$ cat src/rtl/core/hhls_pkg.sv
package hhls_pkg;

  // buffer sizes, including the one slot kept spare by the length limit
  localparam int KEY_CAP = 16;
  localparam int VAL_CAP = 48;

  localparam int KEY_AW = $clog2(KEY_CAP);
  localparam int VAL_AW = $clog2(VAL_CAP);
  localparam int IDX_W  = (KEY_AW > VAL_AW) ? KEY_AW : VAL_AW;

  // fill at which a buffer counts as full: no further byte is stored once it is reached
  localparam logic [KEY_AW-1:0] KEY_LAST = KEY_AW'(KEY_CAP - 1);
  localparam logic [VAL_AW-1:0] VAL_LAST = VAL_AW'(VAL_CAP - 1);

  // characters of interest
  localparam logic [7:0] CH_COLON = 8'h3A;
  localparam logic [7:0] CH_CR    = 8'h0D;
  localparam logic [7:0] CH_SPACE = 8'h20;

  localparam logic [7:0] MAX_HDR_RST = 8'd32;

  typedef enum logic [1:0] {
    PART_KEY  = 2'd0,
    PART_VAL  = 2'd1,
    PART_STAT = 2'd2,
    PART_SUM  = 2'd3
  } part_t;

  typedef enum logic [2:0] {
    ST_OK       = 3'd0,
    ST_NO_COLON = 3'd1,
    ST_KEY_LONG = 3'd2,
    ST_VAL_LONG = 3'd3,
    ST_EMPTY    = 3'd4
  } status_t;

  typedef enum logic [2:0] {
    S_IDLE,
    S_KEY,
    S_VAL,
    S_STAT,
    S_SUM
  } state_t;

endpackage

$ cat src/rtl/core/hhls_ram.sv
module hhls_ram #(
  parameter int WIDTH = 8,
  parameter int DEPTH = 16,
  localparam int AW = $clog2(DEPTH)
) (
  input  logic             clk,
  input  logic             we,
  input  logic [AW-1:0]    waddr,
  input  logic [WIDTH-1:0] wdata,
  input  logic             re,
  input  logic [AW-1:0]    raddr,
  output logic [WIDTH-1:0] rdata
);

  logic [WIDTH-1:0] mem [DEPTH];

  // write port
  always_ff @(posedge clk) begin
    if (we) begin
      mem[waddr] <= wdata;
    end
  end

  // registered read, held while re is low
  always_ff @(posedge clk) begin
    if (re) begin
      rdata <= mem[raddr];
    end
  end

endmodule

$ cat src/rtl/core/http_header_line_splitter.sv
// channel | direction | beat contents
// in_     | in        | in_byte, in_block_end
// out_    | out       | out_part, out_byte, out_line_status, out_header_count, out_run_last
// cfg_    | in        | cfg_wr_data (max_headers), written when cfg_wr_en is high
//
// an input byte is taken only while the block is idle
// an accepted header is replayed from the key and value RAMs, one byte a cycle
// through their single read ports while the output is not stalled
// a rejected line end emits only its status beat; a block end adds a summary beat
// rst_n is synchronous; the RAMs are not cleared, no pass runs after reset
// a stalled output beat holds in the output register and stops the replay
module http_header_line_splitter (
  input  logic       clk,
  input  logic       rst_n,
  input  logic       in_valid,
  output logic       in_ready,
  input  logic [7:0] in_byte,
  input  logic       in_block_end,
  output logic       out_valid,
  input  logic       out_ready,
  output logic [1:0] out_part,
  output logic [7:0] out_byte,
  output logic [2:0] out_line_status,
  output logic [7:0] out_header_count,
  output logic       out_run_last,
  input  logic       cfg_wr_en,
  input  logic [7:0] cfg_wr_data
);
  import hhls_pkg::*;

  state_t state_r, state_nxt;

  logic [7:0] max_hdr_r;
  logic [7:0] count_r, count_nxt;

  // per-line state
  logic [KEY_AW-1:0] kfill_r, kfill_u, kfill_nxt;
  logic [KEY_AW-1:0] ktrim_r, ktrim_u, ktrim_nxt;
  logic [VAL_AW-1:0] vfill_r, vfill_u, vfill_nxt;
  logic [VAL_AW-1:0] vtrim_r, vtrim_u, vtrim_nxt;
  logic in_val_r, in_val_u, in_val_nxt;
  logic lead_r, lead_u, lead_nxt;
  logic kovf_r, kovf_u, kovf_nxt;
  logic vovf_r, vovf_u, vovf_nxt;
  logic nonempty_r, nonempty_u, nonempty_nxt;
  logic skip_r, skip_nxt;

  // replay context
  logic [KEY_AW-1:0] klen_r;
  logic [VAL_AW-1:0] vlen_r;
  status_t           stat_r, status_u;
  logic              last_pend_r;
  logic [IDX_W-1:0]  rd_idx_r, rd_idx_nxt;
  logic              data_v_r, data_v_nxt;

  // output register
  logic       out_valid_r, out_valid_nxt;
  logic       out_load;
  part_t      out_part_r, out_part_nxt;
  logic [7:0] out_byte_r, out_byte_nxt;
  status_t    out_stat_r, out_stat_nxt;
  logic [7:0] out_cnt_r, out_cnt_nxt;
  logic       out_last_r, out_last_nxt;

  logic accept, is_cr, is_colon, is_space;
  logic end_req, emit_line, clear_line, count_full;
  logic key_we, val_we, key_re, val_re;
  logic [7:0] key_rdata, val_rdata;
  logic out_free, fetch_more, move, fetch, drain_done;
  logic [IDX_W-1:0] len_sel;

  assign accept   = in_valid && in_ready;
  assign in_ready = (state_r == S_IDLE);
  assign is_cr    = (in_byte == CH_CR);
  assign is_colon = (in_byte == CH_COLON);
  assign is_space = (in_byte == CH_SPACE);

  // line buffers
  hhls_ram #(.WIDTH(8), .DEPTH(KEY_CAP)) u_key_ram (
    .clk   (clk),
    .we    (key_we),
    .waddr (kfill_r),
    .wdata (in_byte),
    .re    (key_re),
    .raddr (rd_idx_r[KEY_AW-1:0]),
    .rdata (key_rdata)
  );

  hhls_ram #(.WIDTH(8), .DEPTH(VAL_CAP)) u_val_ram (
    .clk   (clk),
    .we    (val_we),
    .waddr (vfill_r),
    .wdata (in_byte),
    .re    (val_re),
    .raddr (rd_idx_r[VAL_AW-1:0]),
    .rdata (val_rdata)
  );

  // byte intake: split, trim and overflow tracking
  always_comb begin
    kfill_u    = kfill_r;
    ktrim_u    = ktrim_r;
    vfill_u    = vfill_r;
    vtrim_u    = vtrim_r;
    in_val_u   = in_val_r;
    lead_u     = lead_r;
    kovf_u     = kovf_r;
    vovf_u     = vovf_r;
    nonempty_u = nonempty_r;
    skip_nxt   = skip_r;
    key_we     = 1'b0;
    val_we     = 1'b0;
    end_req    = 1'b0;
    if (accept) begin
      if (skip_r) begin
        skip_nxt = 1'b0;
      end else if (is_cr) begin
        end_req  = 1'b1;
        skip_nxt = !in_block_end;
      end else begin
        nonempty_u = 1'b1;
        end_req    = in_block_end;
        if (!in_val_r && is_colon) begin
          in_val_u = 1'b1;
          lead_u   = 1'b1;
        end else if (!in_val_r) begin
          if (!kovf_r) begin
            if (is_space) begin
              if (!lead_r && (kfill_r != KEY_LAST)) begin
                key_we  = 1'b1;
                kfill_u = kfill_r + 1'b1;
              end
            end else begin
              lead_u = 1'b0;
              if (kfill_r == KEY_LAST) begin
                kovf_u = 1'b1;
              end else begin
                key_we  = 1'b1;
                kfill_u = kfill_r + 1'b1;
                ktrim_u = kfill_r + 1'b1;
              end
            end
          end
        end else begin
          if (!vovf_r) begin
            if (is_space) begin
              if (!lead_r && (vfill_r != VAL_LAST)) begin
                val_we  = 1'b1;
                vfill_u = vfill_r + 1'b1;
              end
            end else begin
              lead_u = 1'b0;
              if (vfill_r == VAL_LAST) begin
                vovf_u = 1'b1;
              end else begin
                val_we  = 1'b1;
                vfill_u = vfill_r + 1'b1;
                vtrim_u = vfill_r + 1'b1;
              end
            end
          end
        end
      end
    end
  end

  // line verdict, empty line taking precedence
  always_comb begin
    if (!nonempty_u) begin
      status_u = ST_EMPTY;
    end else if (!in_val_u) begin
      status_u = ST_NO_COLON;
    end else if (kovf_u) begin
      status_u = ST_KEY_LONG;
    end else if (vovf_u) begin
      status_u = ST_VAL_LONG;
    end else begin
      status_u = ST_OK;
    end
  end

  assign count_full = (count_r >= max_hdr_r);
  assign emit_line  = end_req && !count_full;
  assign clear_line = accept && (end_req || in_block_end);

  // line state restarts after a line end or block end
  always_comb begin
    if (clear_line) begin
      kfill_nxt    = '0;
      ktrim_nxt    = '0;
      vfill_nxt    = '0;
      vtrim_nxt    = '0;
      in_val_nxt   = 1'b0;
      lead_nxt     = 1'b1;
      kovf_nxt     = 1'b0;
      vovf_nxt     = 1'b0;
      nonempty_nxt = 1'b0;
    end else begin
      kfill_nxt    = kfill_u;
      ktrim_nxt    = ktrim_u;
      vfill_nxt    = vfill_u;
      vtrim_nxt    = vtrim_u;
      in_val_nxt   = in_val_u;
      lead_nxt     = lead_u;
      kovf_nxt     = kovf_u;
      vovf_nxt     = vovf_u;
      nonempty_nxt = nonempty_u;
    end
  end

  // next state
  always_comb begin
    state_nxt = state_r;
    unique case (state_r)
      S_IDLE: begin
        if (accept) begin
          if (emit_line) begin
            state_nxt = (status_u == ST_OK) ? S_KEY : S_STAT;
          end else if (in_block_end) begin
            state_nxt = S_SUM;
          end
        end
      end
      S_KEY: begin
        if (drain_done) begin
          state_nxt = S_VAL;
        end
      end
      S_VAL: begin
        if (drain_done) begin
          state_nxt = S_STAT;
        end
      end
      S_STAT: begin
        if (out_free) begin
          state_nxt = last_pend_r ? S_SUM : S_IDLE;
        end
      end
      S_SUM: begin
        if (out_free) begin
          state_nxt = S_IDLE;
        end
      end
      default: state_nxt = S_IDLE;
    endcase
  end

  // replay reads and output beats
  assign out_free = !out_valid_r || out_ready;
  assign move     = data_v_r && out_free;

  always_comb begin
    len_sel       = '0;
    fetch_more    = 1'b0;
    fetch         = 1'b0;
    drain_done    = 1'b0;
    key_re        = 1'b0;
    val_re        = 1'b0;
    out_load      = 1'b0;
    out_part_nxt  = out_part_r;
    out_byte_nxt  = out_byte_r;
    out_stat_nxt  = out_stat_r;
    out_cnt_nxt   = out_cnt_r;
    out_last_nxt  = out_last_r;
    count_nxt     = count_r;
    unique case (state_r)
      S_KEY, S_VAL: begin
        len_sel    = (state_r == S_KEY) ? IDX_W'(klen_r) : IDX_W'(vlen_r);
        fetch_more = (rd_idx_r != len_sel);
        fetch      = fetch_more && (!data_v_r || move);
        drain_done = !fetch_more && (!data_v_r || move);
        key_re     = fetch && (state_r == S_KEY);
        val_re     = fetch && (state_r == S_VAL);
        if (move) begin
          out_load     = 1'b1;
          out_part_nxt = (state_r == S_KEY) ? PART_KEY : PART_VAL;
          out_byte_nxt = (state_r == S_KEY) ? key_rdata : val_rdata;
          out_stat_nxt = ST_OK;
          out_cnt_nxt  = count_r;
          out_last_nxt = 1'b0;
        end
      end
      S_STAT: begin
        if (out_free) begin
          if (stat_r == ST_OK) begin
            count_nxt = count_r + 1'b1;
          end
          out_load     = 1'b1;
          out_part_nxt = PART_STAT;
          out_byte_nxt = 8'd0;
          out_stat_nxt = stat_r;
          out_cnt_nxt  = (stat_r == ST_OK) ? count_r + 1'b1 : count_r;
          out_last_nxt = !last_pend_r;
        end
      end
      S_SUM: begin
        if (out_free) begin
          count_nxt    = 8'd0;
          out_load     = 1'b1;
          out_part_nxt = PART_SUM;
          out_byte_nxt = 8'd0;
          out_stat_nxt = ST_OK;
          out_cnt_nxt  = count_r;
          out_last_nxt = 1'b1;
        end
      end
      default: ;
    endcase
  end

  always_comb begin
    if (drain_done) begin
      rd_idx_nxt = '0;
    end else if (fetch) begin
      rd_idx_nxt = rd_idx_r + 1'b1;
    end else begin
      rd_idx_nxt = rd_idx_r;
    end
  end

  assign data_v_nxt    = fetch ? 1'b1 : (move ? 1'b0 : data_v_r);
  assign out_valid_nxt = out_load ? 1'b1 : (out_ready ? 1'b0 : out_valid_r);

  // control registers
  always_ff @(posedge clk) begin
    if (!rst_n) begin
      state_r     <= S_IDLE;
      max_hdr_r   <= MAX_HDR_RST;
      count_r     <= 8'd0;
      kfill_r     <= '0;
      ktrim_r     <= '0;
      vfill_r     <= '0;
      vtrim_r     <= '0;
      in_val_r    <= 1'b0;
      lead_r      <= 1'b1;
      kovf_r      <= 1'b0;
      vovf_r      <= 1'b0;
      nonempty_r  <= 1'b0;
      skip_r      <= 1'b0;
      last_pend_r <= 1'b0;
      rd_idx_r    <= '0;
      data_v_r    <= 1'b0;
      out_valid_r <= 1'b0;
    end else begin
      state_r     <= state_nxt;
      if (cfg_wr_en) begin
        max_hdr_r <= cfg_wr_data;
      end
      count_r     <= count_nxt;
      kfill_r     <= kfill_nxt;
      ktrim_r     <= ktrim_nxt;
      vfill_r     <= vfill_nxt;
      vtrim_r     <= vtrim_nxt;
      in_val_r    <= in_val_nxt;
      lead_r      <= lead_nxt;
      kovf_r      <= kovf_nxt;
      vovf_r      <= vovf_nxt;
      nonempty_r  <= nonempty_nxt;
      skip_r      <= skip_nxt;
      if (accept) begin
        last_pend_r <= in_block_end;
      end
      rd_idx_r    <= rd_idx_nxt;
      data_v_r    <= data_v_nxt;
      out_valid_r <= out_valid_nxt;
    end
  end

  // payload registers
  always_ff @(posedge clk) begin
    if (accept) begin
      klen_r <= ktrim_u;
      vlen_r <= vtrim_u;
      stat_r <= status_u;
    end
    out_part_r <= out_part_nxt;
    out_byte_r <= out_byte_nxt;
    out_stat_r <= out_stat_nxt;
    out_cnt_r  <= out_cnt_nxt;
    out_last_r <= out_last_nxt;
  end

  assign out_valid        = out_valid_r;
  assign out_part         = out_part_r;
  assign out_byte         = out_byte_r;
  assign out_line_status  = out_stat_r;
  assign out_header_count = out_cnt_r;
  assign out_run_last     = out_last_r;

endmodule

$ cat config.mk
export PLATFORM = sky130hd
export DESIGN_NAME = http_header_line_splitter
export DESIGN_NICKNAME = d
export VERILOG_FILES = /design/src/rtl/core/hhls_pkg.sv /design/src/rtl/core/hhls_ram.sv /design/src/rtl/core/http_header_line_splitter.sv
export SDC_FILE = /design/constraint.sdc
export NUM_CORES = 1
export LEC_CHECK = 0
export BUFFER_PORTS_ARGS = -buffer_cell sky130_fd_sc_hd__clkbuf_2
export CORE_MARGIN = 3
export CORE_UTILIZATION = 67
export DETAILED_ROUTE_END_ITERATION = 7
export PLACE_DENSITY = 0.86
export SETUP_SLACK_MARGIN = 0.02
export SLEW_MARGIN = 20
export SYNTH_ARGS = -nofsm -noshare
export SYNTH_HDL_FRONTEND = slang
export SYNTH_SLANG_ARGS = --single-unit
$ cat constraint.sdc
create_clock -name clk -period 6.9 [get_ports clk]
set_input_delay 1.38 -clock clk [delete_from_list [all_inputs] [get_ports clk]]
set_output_delay 1.38 -clock clk [all_outputs]
set_load 0.1 [all_outputs]
# After elaboration in Yosys (flattened, before gate mapping)
# Memories as Yosys holds them, arrays and structs flattened. A register that Yosys moved wholly into a read port is not among the register bits.
# Cells that the tools add are included.
dict set report word_totals {
  ramBits 512
  reg_bits 89
  elab_cells 230
  output_inout_bits 24
  memories 2
  input_bits 22
}
dict set report op_classes {
  addsub 4
  n_reduce_logical 41
  order_cmp 1
  n_eq_ne 26
  n_mux 124
  n_bitwise 7
}
# memory depth word_bits read_ports rd_clocked_by_memory_dff wr line_no
set memory_table {}
lappend memory_table {u_val_ram.mem 48 8 1 1 1 hhls_ram.sv:15} ;# logic [WIDTH-1:0] mem [DEPTH];
lappend memory_table {u_key_ram.mem 16 8 1 1 1 hhls_ram.sv:15}
# operator count
set ops {}
lappend ops {{6-bit 2-to-1 mux} 12}
lappend ops {{1-bit 2-to-1 mux} 68}
lappend ops {{8-bit 2-to-1 mux} 7}
lappend ops {{4-bit 2-to-1 mux} 11}
lappend ops {{3-bit 2-to-1 mux} 11}
lappend ops {{8-bit case mux with 2 select lines} 2}
lappend ops {{8-bit case mux with 3 select lines} 1}
lappend ops {{8-bit by 6-bit == test with 1-bit output, second input constant} 2}
lappend ops {{8-bit AND reduction} 2}
lappend ops {{3-bit case mux with 5 select lines} 1}
lappend ops {{2-bit 2-to-1 mux} 7}
lappend ops {{2-bit != test, second input constant} 7}
lappend ops {{6-bit by 1-bit adder with 6-bit output, second input constant} 2}
lappend ops {{1-bit logical AND} 11}
lappend ops {{3-bit zero test} 3}
lappend ops {{3-bit case mux with 3 select lines} 1}
lappend ops {{8-bit by 1-bit adder with 8-bit output, second input constant} 1}
lappend ops {{8-bit by 4-bit == test with 1-bit output, second input constant} 1}
lappend ops {{8-bit greater-or-equal comparator} 1}
lappend ops {{1-bit zero test} 8}
lappend ops {{2-bit by 1-bit != test with 1-bit output, second input constant} 4}
lappend ops {{2-bit nonzero test} 4}
lappend ops {{2-bit OR reduction} 4}
lappend ops {{1-bit inverter} 7}
lappend ops {{other kinds (20)} 25}

# Longest topological paths before layout
# Gate-level depths: netlist (run 1).
dict set report depth {
  depth_word 18
  ltp_mapped 10
  depth_no_buf 9
}

# Hierarchy
# A second synthesis (run 1) with hierarchy kept.
dict set report hier_totals {
  hier_cells 1474
  hier_area_um2 25034.0
}
# module n_inst area_each_um2 cells_each seq_area_each_um2
set by_module_without_submodules {}
lappend by_module_without_submodules {{hhls_ram at u_val_ram} 1 15414.8 790 11771.3}
lappend by_module_without_submodules {{hhls_ram at u_key_ram} 1 5227.5 229 4083.9}
lappend by_module_without_submodules {http_header_line_splitter 1 4391.7 455 2132.0}

# Worst setup path before layout (run 1)
# No wires, ideal clock.
dict set report synth_timing {
  path_type {reg-to-output}
  start {reg state_r[2]}
  end {out in_ready}
  slack_ns 2.815
  path_buffers 1
  path_stages_with_launch 3
  arrival_time_ns 2.705
  path_cell_list {dfxtp_1 > clkbuf_1 > nor3_1}
}
dict set report synth_via {
  elab_chain_cells 1
}
# item line_no
set synth_lines {}
lappend synth_lines {{start, declared} http_header_line_splitter.sv:31} ;# state_t state_r, state_nxt;
lappend synth_lines {{start signal, assigned} http_header_line_splitter.sv:345} ;# state_r <= state_nxt;
lappend synth_lines {{3-bit zero test} http_header_line_splitter.sv:73} ;# assign in_ready = (state_r == S_IDLE);
lappend synth_lines {{end, declared} http_header_line_splitter.sv:16} ;# output logic in_ready,
# Every way passes these cells.

# Final worst setup path (run 1)
dict set report layout_timing {
  start {in in_byte[5]}
  end {mem u_val_ram.mem[10][0] (enable)}
}
dict set report layout_via {
  elab_chain_cells 10
  word_cells_on_any_way 13
  classes_between {3 x eq/ne; 9 x mux; 1 x reduce/logical}
}
# item line_no
set layout_lines {}
lappend layout_lines {{start, declared} http_header_line_splitter.sv:17} ;# input logic [7:0] in_byte,
lappend layout_lines {{8-bit by 6-bit == test with 1-bit output} http_header_line_splitter.sv:76} ;# assign is_space = (in_byte == CH_SPACE);
lappend layout_lines {{1-bit 2-to-1 mux} http_header_line_splitter.sv:146} ;# if (is_space) begin
lappend layout_lines {{1-bit 2-to-1 mux} http_header_line_splitter.sv:145} ;# if (!vovf_r) begin
lappend layout_lines {{1-bit 2-to-1 mux} http_header_line_splitter.sv:126} ;# end else if (!in_val_r) begin
lappend layout_lines {{1-bit 2-to-1 mux} http_header_line_splitter.sv:123} ;# if (!in_val_r && is_colon) begin
lappend layout_lines {{1-bit 2-to-1 mux (*)} http_header_line_splitter.sv:117} ;# end else if (is_cr) begin
lappend layout_lines {{1-bit 2-to-1 mux (*)} http_header_line_splitter.sv:115} ;# if (skip_r) begin
lappend layout_lines {{1-bit 2-to-1 mux (*)} http_header_line_splitter.sv:114} ;# if (accept) begin
lappend layout_lines {{1-bit 2-to-1 mux (*)} hhls_ram.sv:19} ;# if (we) begin
lappend layout_lines {{1-bit 2-to-1 mux (implied by the code) (*)} hhls_ram.sv:20} ;# mem[waddr] <= wdata;
lappend layout_lines {{end, declared} hhls_ram.sv:15}
# Mark *: on every way between the ends. The rest lies on a longest branch, timed or not.

==> results.md, run 1 <==
- Status: completed
- Vias post-DR: 12870
- Clk pin slew, worst setup/hold paths: 60 ps
- Crit share post-route: 0.6086
- Seq/Total Area, Yosys: 0.7302
- FP Rows: 69
- YS warnings: 0
- Hold crit path type: flop to flop
- RSZ-0062 raised after global routing: no
- Vias in the first global route: 13040
- Reg area: 18000 sq um
- GRT overflow: 0
- Worst skew pair latency: 630 ps
- Drt via density: 6.810
- Clock Sink Count: 617
- Core ar.: 35910 sq um
- Worst-Margin Slew: 1148 ps
- Layout cell share with drive strength beyond 1: 0.2374
- Max-Cap Viols: 0
- Setup_tns: 0 ps
- DR WL/cell: 29.43 um
- Total die area: 39110 sq um
- Pwr/cell area: 358.4 nW/um^2
- Max Clock Skew: 27.08 ps
- Avg Cell Area, Syn: 18.68 sq um
- Initial antenna violation count: 2
- DRC: 0
- First-pass GRT wire length: 84.53 mm
- Chip Width: 197.8 um
- IR drop worst, VDD: 0.2655 mV
- Top FF cell, synth: edfxtp_1
- Commonest non-fill, non-tap cells in the layout: 563 x edfxtp_1, 160 x mux4_2, 110 x nor2_1
- Final Non-Filler Cells: 1889
- ANT nets after route: 0
- Total wire length: 55.60 mm
- Setup CP Type: input port to flop
- Post CTS Setup Buffer Count: 0
- Ranking of synthesized cells by area: edfxtp_1 69%, mux4_2 15%, dfxtp_1 4.4%
- Routability congestion estimate: 0.8373
- Syn Inst Count: 1319
- Global Route Usage Sum: 0.2970
- Maximum clock rate: 238.1 MHz
- CTS tree: yes
- Pleak: 8.705 nW
- CP Launch Type: input port
- CP arrival: 4450 ps
- Syn Std Cell Area: 24630 sq um
- Setup Viol. Count Final: 0
- Initial core utilization: 0.6859
- Setup WS post-layout: 2701 ps
- Largest fanout on the critical path: 67
- Die height: 197.8 um
- Area growth, synth to finish: 11.37%
- Clock buffer depth: 3
- Final Max Tran Viols: 0
- FF-to-FF Start: vfill_r[4]$_SDFFE_PP0P_
- Area fraction of the dominant cell type after synthesis: 0.6863
- Largest net degree at the start of global routing: 113
- Minimum clock period: 4199 ps
- Hold path depth: 2
- Setup crit start: in_byte[5]
- Antenna diodes: 0
- Io pins: 46
- Post-synth ARST share: 0
- Pre-CTS setup slack: 2149 ps
- Iter 0 DRT Violations: 1704
- Port bufs: 45
- Area leader, netlist: edfxtp_1
- Detail Placement HPWL: 32.19 mm
- Inst Count DP: 1781
- Root buf cell: clkbuf_16
- FF+latch count, synth: 617
- Final #Nets: 1417
- Commonest non-fill, non-tap cell in the layout: edfxtp_1
- Post-synth EDFFs: 563
- DR pass1 iterations: 5
- Hold path start: max_hdr_r[5]$_SDFFE_PN1P_
- Hold buffers post-CTS: 0
- Post-CTS sizing: 0
- Final hold vios: 0
- Cell count of the worst reg-to-reg path: 6
- Fillers: 1822
- Multi-input logic area: 6324 sq um
- Worst Path Required: 7150 ps
- Cts bufs inserted: 58
- Distinct cells, synth: 65
- H-tree depth: 2
- Slew margin rel.: 0.2344
- Crit. End Element: flop
[flip-flops by register name, summed over array words and instances, names as in the netlist, 2 cells and up]
| name | flops |
|---|---|
| vtrim_r | 6 |
| vlen_r | 6 |
| u_key_ram.rdata | 8 |
| ktrim_r | 4 |
| out_byte | 8 |
| out_header_count | 8 |
| vfill_r | 6 |
| count_r | 8 |
| rd_idx_r | 6 |
| u_val_ram.mem | 384 |
| u_key_ram.mem | 128 |
| out_line_status | 3 |
| klen_r | 4 |
| stat_r | 3 |
| state_r | 3 |
| kfill_r | 4 |
| u_val_ram.rdata | 8 |
| out_part | 2 |
| max_hdr_r | 8 |
[critical path: stages]
cell      delay (ps)
clkbuf_2          70
buf_4            630
and4b_1          320
a21oi_1          140
nor2b_1          120
nor3_1           420
nand3b_1         540
nor2_1           760
[final timing paths]
| path | end | slack [ps] |
|---|---|---|
| setup reg to reg | u_val_ram.mem[10][0]$_DFFE_PP_ | 3240 |
| hold / removal | max_hdr_r[5]$_SDFFE_PN1P_ | 510 |
| hold reg to reg | max_hdr_r[5]$_SDFFE_PN1P_ | 510 |
| setup / recovery | u_val_ram.mem[10][0]$_DFFE_PP_ | 2700 |
[Yosys cell counts (2+ instances only)]
library cell / number
edfxtp_1: 563
mux4_2: 160
nor2_1: 110
nand2_1: 73
dfxtp_1: 54
clkbuf_1: 34
nor2b_1: 26
a21oi_1: 22
inv_1: 21
buf_2: 19
ha_1: 15
o21ai_0: 15
and2_1: 14
xnor2_1: 13
a21boi_0: 12
mux2i_1: 12
a31oi_1: 11
buf_1: 11
nor3_1: 11
xor2_1: 11
nand3_1: 10
nand3b_1: 10
and3_1: 9
nand2b_1: 7
nor4_1: 6
and4_1: 5
nor3b_1: 5
o21ai_1: 5
or3_1: 5
mux2_2: 3
o211ai_1: 3
or3b_2: 3
a222oi_1: 2
a32oi_1: 2
and4b_1: 2
buf_6: 2
clkinv_1: 2
nand4_1: 2
nand4b_1: 2
nor2_4: 2
[routing by layer]
| metal | track usage | up-vias | share of wire |
|---|---|---|---|
| li1 | - | 5366 | - |
| met1 | 0.4188 | 6554 | 0.37 |
| met2 | 0.4800 | 819 | 0.50 |
| met3 | 0.05717 | 122 | 0.095 |
| met4 | 0.1048 | 4 | 0.033 |
| met5 | 0 | - | 0.00049 |
[cell families after synthesis]
kind of cell	count (synthesis)	share of synthesized area
flops	617	0.7302
fa+ha+maj	15	0.007618
buf+inv	89	0.01514
compound gates	89	0.02377
xor+xnor	24	0.008533
other cells	1	0.0001522
mux	175	0.1525
simple gates	309	0.06212
[where the power goes]
part | switching [mW] | leakage, nW | internal (mW)
Combinational | 1.20 | 2.15 | 0.711
Clock | 1.38 | 1.03 | 2.11
Sequential | 0.139 | 5.53 | 4.29
Total | 2.72 | 8.70 | 7.11
[layout make-up]
cell class | count | share of cell area
clock buffers | 66 | 0.05400
clock inverters | 42 | 0.02257
inverters | 23 | 0.003147
multi-input cells | 620 | 0.2305
flip-flops and latches | 617 | 0.6560
well taps | 461 | 0.02102
repair buffers | 60 | 0.01277
[per-stage QoR]
stage	power, mW	cell area, sq um	utilization	hold WS [ps]
2_1_floorplan	5.915	24660	-	456.0
3_3_place_gp	6.339	25320	0.7049	479.5
3_5_place_dp	6.389	25320	0.7050	507.0
4_1_cts	9.872	27420	0.7635	516.1
5_1_grt	10.13	27440	0.7639	537.8
6_report	9.832	27440	0.7639	512.2
Note: power is estimated with default switching activity, not from simulation.
==> run 2: changes to the inputs <==
Settings changed: CORE_UTILIZATION 67 to 62, PLACE_DENSITY 0.86 to 0.81.
Clock period 6.9 ns to 4.3 ns, I/O delays scaled along.
==> results.md, run 2 (same netlist as run 1, synthesis figures left out) <==
- Worst-Margin Slew: 801.8 ps
- Biggest register: u_val_ram.mem
- Worst skew pair latency: 610 ps
- Root buf cell: clkbuf_16
- Biggest regs: u_val_ram.mem: 384 flops, u_key_ram.mem: 128 flops
- FF-to-FF Start: state_r[2]$_SDFFE_PN0P_
- Minimum clock period: 3395 ps
- CP Launch Type: flop
- CP arrival: 3620 ps
- Crit share post-route: 0.7895
- Routability congestion estimate: 0.8493
- Clock Sink Count: 617
- Final hold vios: 0
- Commonest non-fill, non-tap cell in the layout: edfxtp_1
- Clock buffer depth: 3
- Crit-path max cell delay: 660 ps
- First-pass GRT wire length: 82.24 mm
- Pleak: 8.767 nW
- Io pins: 46
- Total wire length: 54.10 mm
- GRT overflow: 0
- Hold path start: nonempty_r$_SDFF_PP0_
- CTS tree: yes
- Chip Width: 205.3 um
- Setup Viol. Count Final: 0
- Setup crit start: state_r[2]$_SDFFE_PN0P_
- Maximum clock rate: 294.6 MHz
- Critical path cell sequence: or4b_4 -> nor2_2 -> nand3b_2 -> nor3_1 -> nand2_1 -> nor2_1
- Setup CP Type: flop to flop
- Hold buffers post-CTS: 0
- Vias post-DR: 12750
- Max reg flops: 384
- Cell count of the worst reg-to-reg path: 6
- Area growth, synth to finish: 11.80%
- Die height: 205.3 um
- Detail Placement HPWL: 32.43 mm
- Drt via density: 6.424
- Largest fanout on the critical path: 12
- Status: completed
- Setup_tns: 0 ps
- Largest net degree at the start of global routing: 80
- Final #Nets: 1460
- Cts bufs inserted: 58
- DRC: 0
- Hold crit path type: flop to flop
- FP Rows: 72
- Inst Count DP: 1881
- Layout cell share with drive strength beyond 1: 0.2456
- DR WL/cell: 27.27 um
- DR pass1 iterations: 6
- Slew margin rel.: 0.4635
- Hold path depth: 2
- Max-Cap Viols: 0
- ANT nets after route: 0
- Crit. End Element: flop
- IR drop worst, VDD: 0.3447 mV
- Vias in the first global route: 12940
- Port bufs: 45
- Worst Path Required: 4530 ps
- Initial antenna violation count: 1
- H-tree depth: 2
- R2r setup slk: 900 ps
- RSZ-0062 raised after global routing: no
- Iter 0 DRT Violations: 1348
- Global Route Usage Sum: 0.2680
- Initial core utilization: 0.6330
- Antenna diodes: 0
- Post-CTS sizing: 0
- Commonest non-fill, non-tap cells in the layout: 563 x edfxtp_1, 160 x mux4_2, 109 x nor2_1
- Final Max Tran Viols: 0
- Post CTS Setup Buffer Count: 0
- Core ar.: 38920 sq um
- CP max stage cell: or4b_4
- Final Non-Filler Cells: 1984
- Pwr/cell area: 546.9 nW/um^2
- Total die area: 42160 sq um
- Clk pin slew, worst setup/hold paths: 60 ps
- Max Clock Skew: 23.34 ps
-- run 2: cell count changes in the layout (fill, tap and decap cells not counted), sizes merged --
cell	previous run	this run
clkbuf	111	118
clkinvlp	3	4
buf	15	58
inv	23	22
clkinv	24	23
bufinv	15	4
-- run 2: metal layers --
metal  vias up  global-route usage  share of wire
li1       5456                   -              -
met1      6567              0.3737           0.39
met2       626              0.4254           0.49
met3        94             0.07135          0.094
met4         2             0.08152          0.028
met5         -                   0        0.00022
-- run 2: worst max-delay path: cells and delay by family, from the launching register on --
kind             cells  cell delay (ps)
flip-flops           1              430
AND/OR/NAND/NOR      6             2580
-- run 2: path summary, 6_finish.rpt --
check,endpoint
worst min-delay path,nonempty_r$_SDFF_PP0_
worst max-delay path,u_val_ram.mem[24][1]$_DFFE_PP_
worst min register to register,nonempty_r$_SDFF_PP0_
worst max register to register,u_val_ram.mem[24][1]$_DFFE_PP_
-- run 2: final cells by class --
cell class              count  area (sq um)
well taps                 518         648.1
fillers                  2302         11370
repair buffers            103         723.2
multi-input cells         620          6312
inverters                  23         86.33
clock inverters            30         246.5
clock buffers              73          1529
flip-flops and latches    617         18000
-- run 2: report_power, final --
part           total [mW]  switching [mW]  internal (mW)
clock                4.85            2.11           2.74
combinational        3.16            1.98           1.18
sequential           7.06           0.172           6.88
total                15.1            4.26           10.8
-- run 2: through the flow --
step	power, mW	util	hold slack (ps)	area, sq um	setup WS (ps)
2_1_floorplan	9.492	-	456.0	24660	278.2
3_3_place_gp	10.24	0.6619	478.7	25760	671.2
5_1_grt	15.59	0.7077	499.5	27540	648.4
4_1_cts	15.15	0.7075	486.4	27540	997.8
6_report	15.06	0.7077	505.3	27540	905.0
3_5_place_dp	10.31	0.6619	483.0	25760	602.7
==> run 3: changes to the inputs <==
Settings changed: CORE_UTILIZATION 62 to 56, PLACE_DENSITY 0.81 to 0.77.
Clock period 4.3 ns to 2.75 ns, I/O delays scaled along.
==> results.md, run 3 (same netlist as run 1, synthesis figures left out) <==
- Status: completed
- Final #Nets: 1551
- Max Clock Skew: 21.40 ps
- ANT nets after route: 0
- Total power: 24.47 mW
- Clock Sink Count: 617
- Initial core utilization: 0.5694
- GRT overflow: 0
- Io pins: 46
- Layout cell share with drive strength beyond 1: 0.3013
- Hold buffers post-CTS: 0
- Minimum clock period: 2612 ps
- Pre-CTS setup slack: -20.20 ps
- Port bufs: 45
- Largest fanout on the critical path: 8
- Vias post-DR: 13090
- Final hold vios: 0
- Global Route Usage Sum: 0.2382
- DR WL/cell: 25.31 um
- Worst skew pair latency: 620 ps
- Final Cell Area: 28700 sq um
- Antenna diodes: 0
- Final core utilization: 0.6634
- Die height: 215.7 um
- Setup Viol. Count Final: 0
- Iter 0 DRT Violations: 1310
- Routability congestion estimate: 0.8598
- Placed Instance Area: 26740 sq um
- Worst-Margin Slew: 795.7 ps
- DRC: 0
- Largest net degree at the start of global routing: 65
- Vias in the first global route: 13180
- CTS tree: yes
- Hold path start: cfg_wr_data[5]
- Pleak: 9.396 nW
- First-pass GRT wire length: 82.85 mm
- Initial antenna violation count: 0
- Slew margin rel.: 0.4695
- Commonest non-fill, non-tap cells in the layout: 563 x edfxtp_1, 160 x mux4_2, 128 x buf_4
- Root buf cell: clkbuf_16
- Chip Width: 215.7 um
- FF-to-FF Start: state_r[2]$_SDFFE_PN0P_
- CP arrival: 2920 ps
- DR pass1 iterations: 7
- Commonest non-fill, non-tap cell in the layout: edfxtp_1
- RSZ-0062 raised after global routing: no
- Crit. End Element: flop
- Maximum clock rate: 382.8 MHz
- IR drop worst, VDD: 0.9278 mV
- Total die area: 46540 sq um
- Crit share post-route: 0.9498
- Area growth, synth to finish: 16.51%
- Worst Path Required: 3060 ps
- Hold EP: max_hdr_r[5]$_SDFFE_PN1P_
- Setup WS post-layout: 138.0 ps
- Clock buffer depth: 3
- Hold crit path type: input port to flop
- H-tree depth: 2
- Total wire length: 54.36 mm
- Final Non-Filler Cells: 2148
- Detail Placement HPWL: 34.92 mm
- Reg2reg end: u_val_ram.mem[13][1]$_DFFE_PP_
- Clk pin slew, worst setup/hold paths: 60 ps
- Core ar.: 43270 sq um
- R2r setup slk: 140 ps
- Hold path depth: 3
- Max-Cap Viols: 0
- Cell count of the worst reg-to-reg path: 8
- Biggest regs: u_val_ram.mem: 384 flops, u_key_ram.mem: 128 flops
- FP Rows: 76
- CP Launch Type: flop
- Setup CP Type: flop to flop
- Inst Count DP: 2038
- Max reg flops: 384
- Drt via density: 6.093
- Fillers: 2785
- Pwr/cell area: 852.4 nW/um^2
- Final Max Tran Viols: 0
- Biggest register: u_val_ram.mem
- Cts bufs inserted: 58
[run 3: final cells by class]
class                           instances  area [sq um]  share of cell area
Clock buffer                           71          1540             0.05366
Clock inverter                         38         404.1             0.01408
Inverter                               23         86.33            0.003008
Multi-Input combinational cell        620          6335              0.2207
Sequential cell                       617         18000              0.6271
Tap cell                              585         732.0             0.02550
Timing Repair Buffer                  194          1607             0.05597
[run 3: per-stage QoR]
| stage | hold WS, ps | setup TNS [ps] |
|---|---|---|
| global placement | 484.6 | 0 |
| global route | 168.3 | 0 |
| finish | 169.3 | 0 |
| detailed placement | 494.9 | -309.8 |
| CTS | 143.6 | 0 |
| floorplan | 456.0 | 0 |
[run 3: worst max path at each step]
stage	start	endpoint	slack, ps	depth (start not counted)
after floorplan	in_valid	u_val_ram.mem[1][0]$_DFFE_PP_	4	7
after global placement	in_valid	u_val_ram.mem[3][2]$_DFFE_PP_	40	10
after detailed placement	in_valid	u_val_ram.mem[3][6]$_DFFE_PP_	-20	10
after CTS	state_r[2]$_SDFFE_PN0P_	u_val_ram.mem[3][5]$_DFFE_PP_	140	9
after global routing	state_r[2]$_SDFFE_PN0P_	u_val_ram.mem[11][5]$_DFFE_PP_	50	9
final	state_r[2]$_SDFFE_PN0P_	u_val_ram.mem[13][1]$_DFFE_PP_	140	8
[run 3: timing repair]
item	4_1_cts	5_1_grt
endpoints found under the setup margin	0	10
buffers inserted	0	1
endpoints found under the hold margin	0	0
gates resized for setup	0	1
[run 3: report_power, final]
part	leakage [nW]	internal (mW)	switching [mW]
logic	2.90	2.16	3.24
registers	5.53	10.8	0.210
clock network	0.962	4.73	3.37
total	9.40	17.6	6.82
[run 3: metal layers]
layer / routed length [um] / GRT usage / vias up
li1: - / - / 5654
met1: 22110 / 0.3421 / 6688
met2: 26460 / 0.3817 / 660
met3: 4335 / 0.04055 / 86
met4: 1457 / 0.07601 / 0
met5: 0 / 0 / -
[run 3: worst max-delay path, cell delays in order (launching register included)]
cell and delay, ps:
dfxtp_1 360, or4b_4 590, nor2_2 160, nand3b_2 180, nor2_4 220, nand4b_1 180, buf_4 210, nor2_1 190
buf_4 220
